`config.mk`:
```
export PLATFORM = sky130hd
export DESIGN_NAME = dq_ptr
export DESIGN_NICKNAME = d
export VERILOG_FILES = /design/src/design/dq_pkg.sv /design/src/design/dq_ptr.sv
export SDC_FILE = /design/constraint.sdc
export NUM_CORES = 1
export LEC_CHECK = 0
export BUFFER_PORTS_ARGS = -buffer_cell sky130_fd_sc_hd__buf_2
export CAP_MARGIN = 10
export CORE_MARGIN = 5
export CORE_UTILIZATION = 35
export CTS_CLUSTER_SIZE = 12
export DETAILED_ROUTE_END_ITERATION = 16
export HOLD_SLACK_MARGIN = 0.1
export PLACE_DENSITY = 0.61
export SETUP_SLACK_MARGIN = 0.3
export SYNTH_ARGS = -nofsm -noshare
export SYNTH_HDL_FRONTEND = slang
export SYNTH_SLANG_ARGS = --single-unit
```
`constraint.sdc`:
```
create_clock -name clk -period 6.3 [get_ports clk]
set_input_delay 0.315 -clock clk [delete_from_list [all_inputs] [get_ports clk]]
set_output_delay 0.315 -clock clk [all_outputs]
set_load 0.02 [all_outputs]
```
`src/design/dq_pkg.sv`:
```
// Shared constants, opcodes, status codes and control structs for the deque.
// Has no dependencies; dq_ptr and double_ended_queue import it.
package dq_pkg;

  localparam int DEPTH  = 1024;
  localparam int ADDR_W = (DEPTH > 1) ? $clog2(DEPTH) : 1;
  localparam int CNT_W  = $clog2(DEPTH + 1);
  localparam int DATA_W = 32;

  localparam logic [2:0] OP_PUSH_FRONT = 3'd0;
  localparam logic [2:0] OP_PUSH_BACK  = 3'd1;
  localparam logic [2:0] OP_POP_FRONT  = 3'd2;
  localparam logic [2:0] OP_POP_BACK   = 3'd3;
  localparam logic [2:0] OP_SIZE       = 3'd4;
  localparam logic [2:0] OP_EMPTY      = 3'd5;
  localparam logic [2:0] OP_FRONT      = 3'd6;
  localparam logic [2:0] OP_BACK       = 3'd7;

  localparam logic [1:0] ST_OK    = 2'd0;
  localparam logic [1:0] ST_EMPTY = 2'd1;
  localparam logic [1:0] ST_FULL  = 2'd2;

  typedef struct packed {
    logic              we;
    logic [ADDR_W-1:0] waddr;
    logic              re;
    logic [ADDR_W-1:0] raddr;
  } mem_req_t;

  typedef struct packed {
    logic                     valid;
    logic signed [DATA_W-1:0] value;
    logic [1:0]               status;
  } imm_res_t;

endpackage

```
`src/design/dq_ptr.sv`:
```
// Head pointer and entry count of the deque: address generation for the store
// and results that need no store read. Depends on dq_pkg.
module dq_ptr (
  input  logic                    clk,
  input  logic                    rst,
  input  logic                    accept,
  input  logic [2:0]              opcode,
  output dq_pkg::mem_req_t        req,
  output dq_pkg::imm_res_t        imm,
  output logic [dq_pkg::CNT_W-1:0] count
);
  import dq_pkg::*;

  logic [ADDR_W-1:0] head, head_next, head_dec, head_inc;
  logic [CNT_W-1:0]  count_next;
  logic [CNT_W:0]    sum_wr, sum_rd;
  logic [ADDR_W-1:0] back_wr, back_rd;
  logic              empty, full;

  assign empty   = (count == '0);
  assign full    = (count == CNT_W'(DEPTH));

  assign head_dec = (head == '0) ? ADDR_W'(DEPTH - 1) : head - 1'b1;
  assign head_inc = (head == ADDR_W'(DEPTH - 1)) ? '0 : head + 1'b1;

  assign sum_wr  = (CNT_W+1)'(head) + (CNT_W+1)'(count);
  assign sum_rd  = sum_wr - 1'b1;
  assign back_wr = (sum_wr >= (CNT_W+1)'(DEPTH)) ? ADDR_W'(sum_wr - (CNT_W+1)'(DEPTH))
                                                  : ADDR_W'(sum_wr);
  assign back_rd = (sum_rd >= (CNT_W+1)'(DEPTH)) ? ADDR_W'(sum_rd - (CNT_W+1)'(DEPTH))
                                                  : ADDR_W'(sum_rd);

  always_comb begin
    head_next  = head;
    count_next = count;
    req        = '0;
    imm        = '0;
    case (opcode)
      OP_PUSH_FRONT, OP_PUSH_BACK: begin
        if (full) begin
          imm = '{valid: 1'b1, value: '0, status: ST_FULL};
        end else begin
          req.we     = 1'b1;
          count_next = count + 1'b1;
          if (opcode == OP_PUSH_FRONT) begin
            req.waddr = head_dec;
            head_next = head_dec;
          end else begin
            req.waddr = back_wr;
          end
        end
      end
      OP_SIZE: begin
        imm = '{valid: 1'b1, value: DATA_W'(count), status: ST_OK};
      end
      OP_EMPTY: begin
        imm = '{valid: 1'b1, value: DATA_W'(empty), status: ST_OK};
      end
      default: begin
        if (empty) begin
          imm = '{valid: 1'b1, value: '1, status: ST_EMPTY};
        end else begin
          req.re = 1'b1;
          if (opcode == OP_POP_FRONT || opcode == OP_FRONT) begin
            req.raddr = head;
          end else begin
            req.raddr = back_rd;
          end
          if (opcode == OP_POP_FRONT) begin
            head_next  = head_inc;
            count_next = count - 1'b1;
          end else if (opcode == OP_POP_BACK) begin
            count_next = count - 1'b1;
          end
        end
      end
    endcase
    if (!accept) begin
      head_next  = head;
      count_next = count;
      req        = '0;
      imm        = '0;
    end
  end

  always_ff @(posedge clk) begin
    if (rst) begin
      head  <= '0;
      count <= '0;
    end else begin
      head  <= head_next;
      count <= count_next;
    end
  end

endmodule

```
* Word-level counts from Yosys, hierarchy flattened
Cells that the tools add are included.
** Storage, ports and cells
- Flip-flop bits (word level) :: 21
- Bits of input ports :: 6
- Output and inout port bits :: 68
- Logic and storage cells :: 60
** Cells by class
- Add/subtract/negate cells :: 8
- Magnitude comparators :: 2
- Eq/ne operators :: 11
- Multiplexer cells :: 25
- Bitwise gates (word level) :: 1
- Reduce and logical (&&, ||, !) cells :: 11
** Operator list (number)
- 2-to-1 mux 35 bit :: 3
- case mux 35 bit (3 select lines) :: 1
- 2-to-1 mux 10 bit :: 10
- 2-to-1 mux 11 bit :: 8
- subtractor 10 x 1 -> 10 bit (second input constant) :: 3
- >= comparator 12 x 11 -> 1 bit (second input constant) :: 2
- 2-to-1 mux 22 bit :: 1
- case mux 11 bit (2 select lines) :: 1
- case mux 10 bit (2 select lines) :: 1
- adder 10 x 11 -> 12 bit :: 1
- subtractor 12 x 1 -> 12 bit (second input constant) :: 1
- adder 11 x 1 -> 11 bit (second input constant) :: 1
- == test 11 bit (second input constant) :: 1
- zero test 11 bit :: 1
- subtractor 11 x 1 -> 11 bit (second input constant) :: 1
- adder 10 x 1 -> 10 bit (second input constant) :: 1
- == test 10 bit (second input constant) :: 1
- zero test 10 bit :: 1
- == test 3 bit (second input constant) :: 3
- == test 3 x 2 -> 1 bit (second input constant) :: 2
- AND reduction 6 bit :: 1
- AND reduction 5 bit :: 1
- inequality test 2 bit (second input constant) :: 2
- OR reduction 2 bit :: 2
- 8 further kinds :: 8

* Longest topological paths before layout
Gate-level depths: netlist of the first run.
- Depth after elaboration :: 8
- Gate-level depth with buffers :: 12
- Gate-level depth less buffers :: 10

* Least setup slack after synthesis of the first run
No wires, ideal clock.
- Path type :: reg2out
- From :: reg count[0] (netlist name)
- To :: out req[9] (netlist name)
- Data arrival time :: 3016 ps
- Required time :: 5985 ps
- Setup slack :: 2969 ps
- Cell stages (with the launch flop) :: 9
- Buffers on the path :: 0
- Cell sequence :: dfxtp_1 > ha_1 > inv_1 > fa_1 > xnor2_1 > or3b_4 > or3_4 > o311a_1 > o31ai_1
** RTL lines
- start, declared :: RTL line dq_ptr.sv:10 : output logic [dq_pkg::CNT_W-1:0] count
- start signal, assigned :: RTL line dq_ptr.sv:92 : count <= count_next;
- end, declared :: RTL line dq_ptr.sv:8 : output dq_pkg::mem_req_t req,

* Final worst setup path of the first run
- From :: in opcode[1]
- To :: reg count[10] (netlist name)
** Between the ends
- Word-level cells in the longest chain between the ends :: 4
- Elaborated cells between the ends (all ways) :: 16
- Those cells by class :: 7 x eq/ne; 3 x mux; 1 x bitwise; 5 x reduce/logical
** Ends and longest elaborated chain
- start, declared :: RTL line dq_ptr.sv:7 : input logic [2:0] opcode,
- == test 3 x 1 -> 1 bit (tied with other cells) :: RTL line dq_ptr.sv:38 : case (opcode)
- OR reduction 2 bit (tied with other cells) :: RTL line dq_ptr.sv:38
- inequality test 2 bit (no source line) (tied with other cells)
- AND reduction 5 bit (no source line) / case mux 11 bit (2 select lines) (equally long branches)
Parallel ways exist; a longest one is shown, timed or not. The select of a mux whose other input is x is not followed.
A chain may end at the register's enable or synchronous reset.

==> flow_summary_export.csv, run 1 <==
group,metric,value,unit
timing,rsz0062_at_grt,"false",
cells_and_area,diodes,0,
floorplan,rows,34,
critical_path,slowest_stage,"clkinv_1",
floorplan,die_h,103.1,um
critical_path,worstPathArrival,4.12,ns
timing,holdWs,0.4969,ns
synthesis,yosysSeqAreaShare,13.86,%
worst_hold_path,hold_path_class,"in -> reg",
drt,ant_nets,0,
grt,grt_overflow_total,0,
critical_path,startpoint,"opcode[1]",
critical_path,cp.required,6.44,ns
grt,grt.total_usage,17.01,%
place,io_buffers,73,
clocking,cts_tree,"done",
timing,tns,0,ns
clocking,cts_made_buffers,3,
timing,finalHoldViolCount,0,
synthesis,synth_seq_cells,21,
run_status,status,"completed",
clocking,ctsResizeCount,0,
synthesis,syn_area,3033,um2
floorplan,initial_utilization,35.29,%
synthesis,synth_warnings,0,
critical_path,r2r_slack,3.17,ns
critical_path,worst-path-max-fanout,26,
cells_and_area,fin_util,38.45,%
clocking,htreeDepth,1,
synthesis,ys_types,71,
synthesis,synth_area_leaders,"dfxtp_1 14%, ha_1 8.7%, nor2_1 6.8%",
grt,first_global_vias,2897,
cells_and_area,area_growth,8.952,%
flow_run,cap_violations,0,
timing,fmax,251.2,MHz
drt,viasPerCell,5.613,
floorplan,floorplan.core_area,8593,um2
timing,setup_violations,0,
floorplan,io_pins,74,
clocking,post_cts_buffers,0,
drt,drc,0,
drt,wire_per_inst,16.49,um
place,dp_hpwl,6897,um
cells_and_area,final_layout_size_suffix_gt1_share,22.02,%
clocking,cts_sinks,21,
synthesis,async_flop_share,0,%
clocking,cts-root-buf,"clkbuf_8",
floorplan,dieArea,10630,um2
drt,vias,3104,
drt,drtPass1Iterations,4,
grt,grt_antenna_before_repair,0,
synthesis,syn_inst,415,
floorplan,fp.dieW,103.1,um
critical_path,reg2reg_to,"head[8]",
grt,grt_max_degree,33,
critical_path,endpoint_kind,"flop",
synthesis,yosysTopAreaCell,"dfxtp_1",
drt,drt_iter0_drc,217,
drt,routed_wl,9121,um
timing,period_share,63.20,%
clocking,clk_pin_slew,0.09,ns
critical_path,crit_path_max_incr_delay,0.83,ns
cells_and_area,layout_commonest_cell,"buf_2",
critical_path,path_class,"in -> reg",
synthesis,synth_edf_count,0,
synthesis,syn_area_per_cell,7.308,um2
timing,slew_headroom,27.93,%
synthesis,ys.flop_type,"dfxtp_1",
critical_path,crit_end,"count[10]",
cells_and_area,mostFrequentLayoutCells,"73 x buf_2, 55 x nor2_1, 28 x nand2_1, 21 x ha_1, 21 x dfxtp_1",
critical_path,crit_path_start_kind,"input port",
timing,fin_worst_skew,0.01242,ns
timing,maxSlewViolCount,0,
clocking,clk_path_buf_depth,2,
critical_path,crit_path_cell_trace,"buf_2 > nor2_2 > clkinv_1 > ha_1 > nor2b_1 > o21ai_0 > a21boi_0 > o21ai_1 > o31ai_1 > a21oi_1 > or4_1",
synthesis,syn-num-nets,444,
synthesis,synth_top_area_share,13.86,%
power,ir_drop,0.1624,mV
power,power.density,250.5,nW/um2
critical_path,reg2regPathDepth,7,
clocking,holdBufCountCts,0,
critical_path,reg2reg_from,"count[0]",
timing,fin_crit,3.981,ns
place,place.gp.congestion,0.8413,
grt,grt_pass1_wl,14610,um
clocking,insertion_delay,0.27,ns
timing,worst_slew_pin_slew,1.079,ns
power,p_leak,1.681,nW
cells_and_area,fin_nets,475,
-- kinds of logic (layout without fill, tap and decap cells) --
| group | after synthesis | after routing | share of synthesized area, % |
|---|---|---|---|
| and+or+nand+nor | 155 | 155 | 27.19 |
| AOI/OAI and AO/OA | 117 | 117 | 27.89 |
| buffers and inverters | 67 | 97 | 11.67 |
| xor gates and xnor gates | 28 | 28 | 8.086 |
| adders and majority gates | 23 | 23 | 9.983 |
| DFF | 21 | 21 | 13.86 |
| muxes | 4 | 4 | 1.320 |
-- per-layer routing --
layer,global-route usage (%),vias up,part of all wire (%)
met1,25.36,1461,47
met5,0,-,0
met3,1.218,9,6.7
met4,4.183,0,1.3
li1,-,1549,-
met2,26.44,85,45
-- worst max-delay path: cells and delay by family --
family | cells | cell delay [ns]
and+or+nand+nor | 3 | 1.22
AOI/OAI and AO/OA | 5 | 0.97
buffers and inverters | 2 | 0.99
adders and majority gates | 1 | 0.62
-- sequential cells by signal, indices dropped and copies added (netlist names) --
register and flops:
count 11, head 10
-- stage by stage --
| stage | power [W] | instance area, um2 | worst slack (ns) | cells |
|---|---|---|---|---|
| after CTS | 0.0008317 | 3304 | 2.400 | 553 |
| final | 0.0008276 | 3304 | 2.319 | 553 |
| after floorplan | 0.0006246 | 3033 | 2.969 | 415 |
| after global placement | 0.0007267 | 3258 | 2.310 | 549 |
| after detailed placement | 0.0007348 | 3258 | 2.121 | 549 |
| after global routing | 0.0008947 | 3304 | 2.002 | 553 |
-- area by class of cell --
class	instances	area [um2]
Clock buffer	3	41.29
Inverter	19	71.32
Timing Repair Buffer	74	372.9
Clock inverter	1	5.005
Multi-Input combinational cell	327	2258
Tap cell	108	135.1
Fill cell	957	5289
Sequential cell	21	420.4
-- worst min-delay path by stage --
stage,slack (ns),cells after the start,startpoint,end
floorplan,0.57,2,head[1],head[1]
global placement,0.57,2,count[6],count[6]
CTS,0.49,2,rst,count[9]
detailed placement,0.57,2,count[6],count[6]
finish,0.50,2,rst,count[0]
global route,0.52,2,rst,head[6]
-- where the power goes --
part / internal, W / leakage, nW / switching [W] / total, W
Sequential: 0.000149 / 0.171 / 0.0000443 / 0.000193
Clock: 0.0000442 / 0.0255 / 0.0000488 / 0.0000931
Combinational: 0.000215 / 1.48 / 0.000327 / 0.000542
-- synthesized netlist by cell type, drive strengths merged (15+ instances only) --
cell	n
dfxtp	21
clkbuf	17
o21ai	18
nand2	28
xnor2	18
nor2	56
buf	31
a21o	15
a211oi	16
ha	21
inv	18
a21oi	20
(Power assumes the default switching activity.)
==> inputs of run 2 (changes only) <==
==> constraint.sdc (replaced) <==
create_clock -name clk -period 4.15 [get_ports clk]
set_input_delay 0.2075 -clock clk [delete_from_list [all_inputs] [get_ports clk]]
set_output_delay 0.2075 -clock clk [all_outputs]
set_load 0.02 [all_outputs]
==> run 2 against run 1 <==
Count of clock-buffer cells in the layout is 1 higher; clock skew shrank 0.0087 ns; power rose by 52%; die area is the same; worst setup slack worse by 1.6 ns; global-route usage fell by 0.19 points; design area increased by 0.87%; non-clock buffer count grew 4; combinational power up 52%; critical path type is now reg -> out; critical endpoint is now req[9].
==> flow_summary_export.csv, run 2 (same netlist as run 1, synthesis figures left out) <==
group,metric,value,unit
run_status,status,"completed",
timing,maxSlewViolCount,0,
power,power,0.001255,W
timing,finalHoldViolCount,0,
drt,drt_iter0_drc,235,
floorplan,fp.dieW,103.1,um
clocking,insertion_delay,0.26,ns
drt,routed_wl,8820,um
cells_and_area,largest_reg_flops,11,
clocking,cts_tree,"done",
floorplan,dieArea,10630,um2
clocking,holdBufCountCts,0,
cells_and_area,mostFrequentLayoutCells,"73 x buf_2, 55 x nor2_1, 28 x nand2_1, 21 x ha_1, 21 x dfxtp_1",
place,io_buffers,73,
clocking,ctsResizeCount,0,
timing,fin_crit,3.429,ns
drt,drtPass1Iterations,4,
power,ir_drop,0.1905,mV
clocking,clk_pin_slew,0.09,ns
cells_and_area,largestRegisters,"count: 11 flops, head: 10 flops",
critical_path,endpoint_kind,"output port",
cells_and_area,final_layout_size_suffix_gt1_share,22.49,%
cells_and_area,fin_util,38.79,%
grt,grt_overflow_total,0,
cells_and_area,diodes,0,
cells_and_area,fin_nets,479,
timing,fin_worst_skew,0.003749,ns
critical_path,worstPathArrival,3.22,ns
clocking,post_cts_buffers,0,
timing,fmax,291.6,MHz
grt,first_global_vias,2828,
clocking,cts_sinks,21,
place,placed_area,3288,um2
worst_hold_path,hold_path_class,"in -> reg",
power,p_leak,1.698,nW
clocking,cts_made_buffers,3,
critical_path,slowest_stage,"dfxtp_1",
grt,grt_max_degree,33,
floorplan,initial_utilization,35.29,%
cells_and_area,top_register,"count",
place,dp_hpwl,6879,um
timing,rsz0062_at_grt,"false",
critical_path,path_class,"reg -> out",
grt,grt_pass1_wl,14500,um
floorplan,die_h,103.1,um
drt,vias,3099,
power,power.density,376.4,nW/um2
drt,viasPerCell,5.564,
drt,wire_per_inst,15.83,um
critical_path,cp.required,3.94,ns
flow_run,cap_violations,0,
timing,period_share,82.63,%
cells_and_area,final_area,3333,um2
cells_and_area,layout_commonest_cell,"buf_2",
critical_path,worst-path-max-fanout,10,
place,place.gp.congestion,0.8513,
critical_path,crit_path_max_incr_delay,0.52,ns
cells_and_area,area_growth,9.901,%
clocking,htreeDepth,1,
grt,grt.total_usage,16.83,%
clocking,clk_path_buf_depth,2,
drt,drc,0,
critical_path,crit_path_start_kind,"flop",
floorplan,io_pins,74,
drt,ant_nets,0,
clocking,cts-root-buf,"clkbuf_8",
timing,setup_violations,0,
floorplan,rows,34,
floorplan,floorplan.core_area,8593,um2
timing,tns,0,ns
grt,grt_antenna_before_repair,0,
critical_path,crit_path_cell_trace,"ha_1 > inv_1 > fa_1 > nor2b_1 > o22ai_2 > xnor2_1 > or3_4 > o311a_1 > o31ai_1 > buf_2",
timing,slew_headroom,38.81,%
timing,worst_slew_pin_slew,0.9145,ns
run 2: changes by cell type in the layout (fill, tap and decap cells not counted), sizes merged:
cell	before	now
clkinv	2	1
buf	74	78
clkbuf	3	4
run 2: final timing paths:
check        startpoint         to  slack, ns  cells past startpoint
max             head[0]     req[9]       0.72                     10
min                 rst    head[3]       0.41                      2
max reg2reg    count[1]  count[10]       1.24                      9
min reg2reg    count[6]   count[6]       0.59                      2
run 2: stage by stage:
step	hold slack, ns	setup WS, ns	cells
2_1_floorplan	0.5716	0.9267	415
3_3_place_gp	0.5726	1.083	553
3_5_place_dp	0.5804	1.031	553
4_1_cts	0.4253	0.7447	557
5_1_grt	0.4425	0.5332	557
6_report	0.4126	0.7207	557
run 2: final cells by class:
type                            instances  area, um2
Clock buffer                            4      45.04
Tap cell                              108      135.1
Fill cell                             913       5260
Inverter                               19      71.32
Multi-Input combinational cell        327       2258
Sequential cell                        21      420.4
Timing Repair Buffer                   78      402.9
run 2: worst max-delay path, delay by kind of cell (launching register included):
family                   cells  cell delay (ns)
flip-flops                   1             0.52
adder cells (fa/ha/maj)      2             0.63
AND/OR/NAND/NOR              2             0.65
XOR/XNOR                     1             0.20
buffers and inverters        2             0.25
AO/OA/AOI/OAI                3             0.70
run 2: report_power, final:
part	switching, W	internal [W]
Clock	0.0000769	0.0000686
Combinational	0.000494	0.000329
Sequential	0.0000609	0.000226
run 2: layer usage:
| layer | wire length, um | global-route usage, % | up-vias |
|---|---|---|---|
| met5 | 0 | 0 | - |
| met3 | 461 | 2.233 | 8 |
| met4 | 95 | 3.586 | 0 |
| met1 | 4379 | 24.49 | 1436 |
| li1 | - | - | 1570 |
| met2 | 3883 | 26.44 | 85 |
==> inputs of run 3 (changes only) <==
--- a/config.mk
+++ b/config.mk
@@ -12,7 +12,7 @@
 export CTS_CLUSTER_SIZE = 12
 export DETAILED_ROUTE_END_ITERATION = 16
 export HOLD_SLACK_MARGIN = 0.1
-export PLACE_DENSITY = 0.61
+export PLACE_DENSITY = 0.63
 export SETUP_SLACK_MARGIN = 0.3
 export SYNTH_ARGS = -nofsm -noshare
 export SYNTH_HDL_FRONTEND = slang
==> constraint.sdc (replaced) <==
create_clock -name clk -period 3 [get_ports clk]
set_input_delay 0.15 -clock clk [delete_from_list [all_inputs] [get_ports clk]]
set_output_delay 0.15 -clock clk [all_outputs]
set_load 0.02 [all_outputs]
==> run 3 against run 2 <==
The flow now finishes with violations (setup timing); power is 70% higher; sequential power is 28% higher; critical path type unchanged; flip-flop and latch count stayed put.
==> flow_summary_export.csv, run 3 (same netlist as run 1, synthesis figures left out) <==
group,metric,value,unit
timing,fin_worst_skew,0.001208,ns
worst_hold_path,min_path_cells,2,
floorplan,die_h,103.1,um
cells_and_area,final_layout_size_suffix_gt1_share,41.28,%
timing,setup_slack,-0.01444,ns
floorplan,io_pins,74,
grt,grt_overflow_total,0,
drt,wl_met1,4572,um
critical_path,cp_num_buf_inv,2,
drt,wire_per_inst,16.79,um
clocking,holdBufCountCts,0,
flow_run,cap_violations,0,
drt,drt_iter0_drc,172,
timing,worst_slew_pin_slew,0.5950,ns
floorplan,initial_utilization,35.29,%
cells_and_area,largestRegisters,"count: 11 flops, head: 10 flops",
timing,maxSlewViolCount,0,
floorplan,fp.dieW,103.1,um
clocking,clk_pin_slew,0.08,ns
clocking,cts_made_buffers,3,
critical_path,slowest_stage,"o311a_4",
place,place.gp.congestion,0.9151,
cells_and_area,diodes,0,
timing,setup_violations,1,
timing,tns,-0.01444,ns
critical_path,crit_path_max_incr_delay,0.40,ns
critical_path,path_class,"reg -> out",
critical_path,path_delay_family,"simple AND/OR/NAND/NOR gates",
worst_hold_path,holdPathEnd,"head[5]",
timing,slew_headroom,60.22,%
cells_and_area,mostFrequentLayoutCells,"62 x buf_2, 60 x buf_4, 51 x nor2_1, 27 x nand2_1, 20 x a21oi_1",
drt,ant_nets,0,
power,ir_drop,0.2203,mV
timing,period_share,100.5,%
worst_hold_path,hold_start,"rst",
cells_and_area,fin_nets,529,
power,p_clk_share,9.2,%
critical_path,worst-path-max-fanout,4,
drt,top_layer,"met4",
power,power_frac_seq,17.2,%
grt,grt.total_usage,18.77,%
critical_path,worstPathArrival,2.86,ns
run_status,status,"finished with violations",
timing,fmax,331.7,MHz
drt,wl_met3,483,um
power,p_sw,0.001030,W
critical_path,cp.required,2.85,ns
grt,grt_antenna_before_repair,0,
clocking,cts_sinks,21,
power,power,0.002133,W
place,dp_hpwl,7425,um
timing,rsz0062_at_grt,"true",
clocking,clk_path_buf_depth,2,
worst_hold_path,hold_path_class,"in -> reg",
timing,finalHoldViolCount,0,
cells_and_area,final.fill_count,841,
power,power.density,516.4,nW/um2
power,p_leak,2.021,nW
cells_and_area,fin_cells,607,
cells_and_area,largest_reg_flops,11,
critical_path,crit_path_start_kind,"flop",
critical_path,reg2regPathDepth,14,
clocking,insertion_delay,0.26,ns
place,io_buffers,73,
drt,drtPass1Iterations,5,
place,dp.cells,572,
critical_path,reg2reg_from,"head[0]",
power,p_sw_share,48.31,%
floorplan,rows,34,
drt,vias,3398,
grt,first_global_vias,3237,
power,cell_internal_pwr,0.001102,W
critical_path,reg2reg_to,"head[5]",
grt,grt_pass1_wl,16100,um
floorplan,floorplan.core_area,8593,um2
cells_and_area,top_register,"count",
critical_path,endpoint_kind,"output port",
cells_and_area,layout_commonest_cell,"buf_2",
critical_path,r2r_slack,0.41,ns
clocking,htreeDepth,1,
clocking,cts_tree,"done",
drt,routed_wl,10190,um
critical_path,crit_path_cell_trace,"ha_4 > inv_2 > fa_2 > xnor2_2 > or3b_4 > or3_4 > o311a_4 > o21ai_4 > o31ai_4 > buf_6",
run_status,violations,"setup timing",
timing,fin_crit,3.014,ns
floorplan,dieArea,10630,um2
drt,drc,0,
drt,met2_wirelength,4991,um
cells_and_area,area_growth,36.18,%
power,pwr-share-comb,73.6,%
clocking,cts-root-buf,"clkbuf_8",
grt,grt_max_degree,33,
drt,viasPerCell,5.598,
[run 3: changes by cell type in the layout (fill, tap and decap cells not counted), moves of 5 or more]
| cell | change |
|---|---|
| buf_4 | +55 |
| buf_2 | -11 |
| buf_6 | +6 |
| dfxtp_1 | -5 |
| ha_1 | -5 |
[run 3: per-layer routing]
metal	track usage [%]	vias to the layer above
met5	0	-
met4	5.478	0
met3	1.691	12
met2	31.38	111
met1	25.63	1612
li1	-	1663
[run 3: cell type report]
cell class	instances	area [um2]	share of cell area [%]
sequential	21	431.7	10.45
clock buffer	3	41.29	0.9997
clock inverter	1	5.005	0.1212
tap	108	135.1	3.272
inverter	19	75.07	1.818
multi-input combinational	327	2614	63.28
timing repair buffer	128	828.3	20.05
[run 3: power groups by stage]
| stage | clock network, W | registers, W | logic [W] |
|---|---|---|---|
| global placement | 0 | 0.000373 | 0.00125 |
| CTS | 0.000201 | 0.000365 | 0.00141 |
| finish | 0.000195 | 0.000368 | 0.00157 |
| global route | 0.000215 | 0.000373 | 0.00170 |
| floorplan | 0 | 0.000394 | 0.000953 |
| detailed placement | 0 | 0.000374 | 0.00126 |
[run 3: worst max-delay path by stage]
| stage | depth (start not counted) | startpoint | to | slack [ns] |
|---|---|---|---|---|
| floorplan | 12 | opcode[1] | count[10] | 0.30 |
| global placement | 9 | count[0] | req[9] | 0.18 |
| detailed placement | 9 | count[0] | req[9] | 0.13 |
| CTS | 10 | count[0] | req[9] | -0.08 |
| global route | 10 | head[0] | req[9] | -0.08 |
| finish | 10 | head[0] | req[9] | -0.01 |
[run 3: per-stage QoR]
step / hold slack, ns / instance area [um2] / setup WS (ns) / utilization [%]
finish: 0.3454 / 4130 / -0.01444 / 48.06
global route: 0.3733 / 4130 / -0.08333 / 48.06
CTS: 0.3505 / 3861 / -0.08258 / 44.93
detailed placement: 0.5457 / 3498 / 0.1313 / 40.71
global placement: 0.5329 / 3498 / 0.1759 / 40.71
floorplan: 0.4631 / 3110 / 0.3008 / -
[run 3: timing repair]
item	CTS	global route
gates resized for setup	39	42
setup endpoints to repair	13	54
pin swaps	18	30
buffers inserted	20	11
hold endpoints to repair	0	0
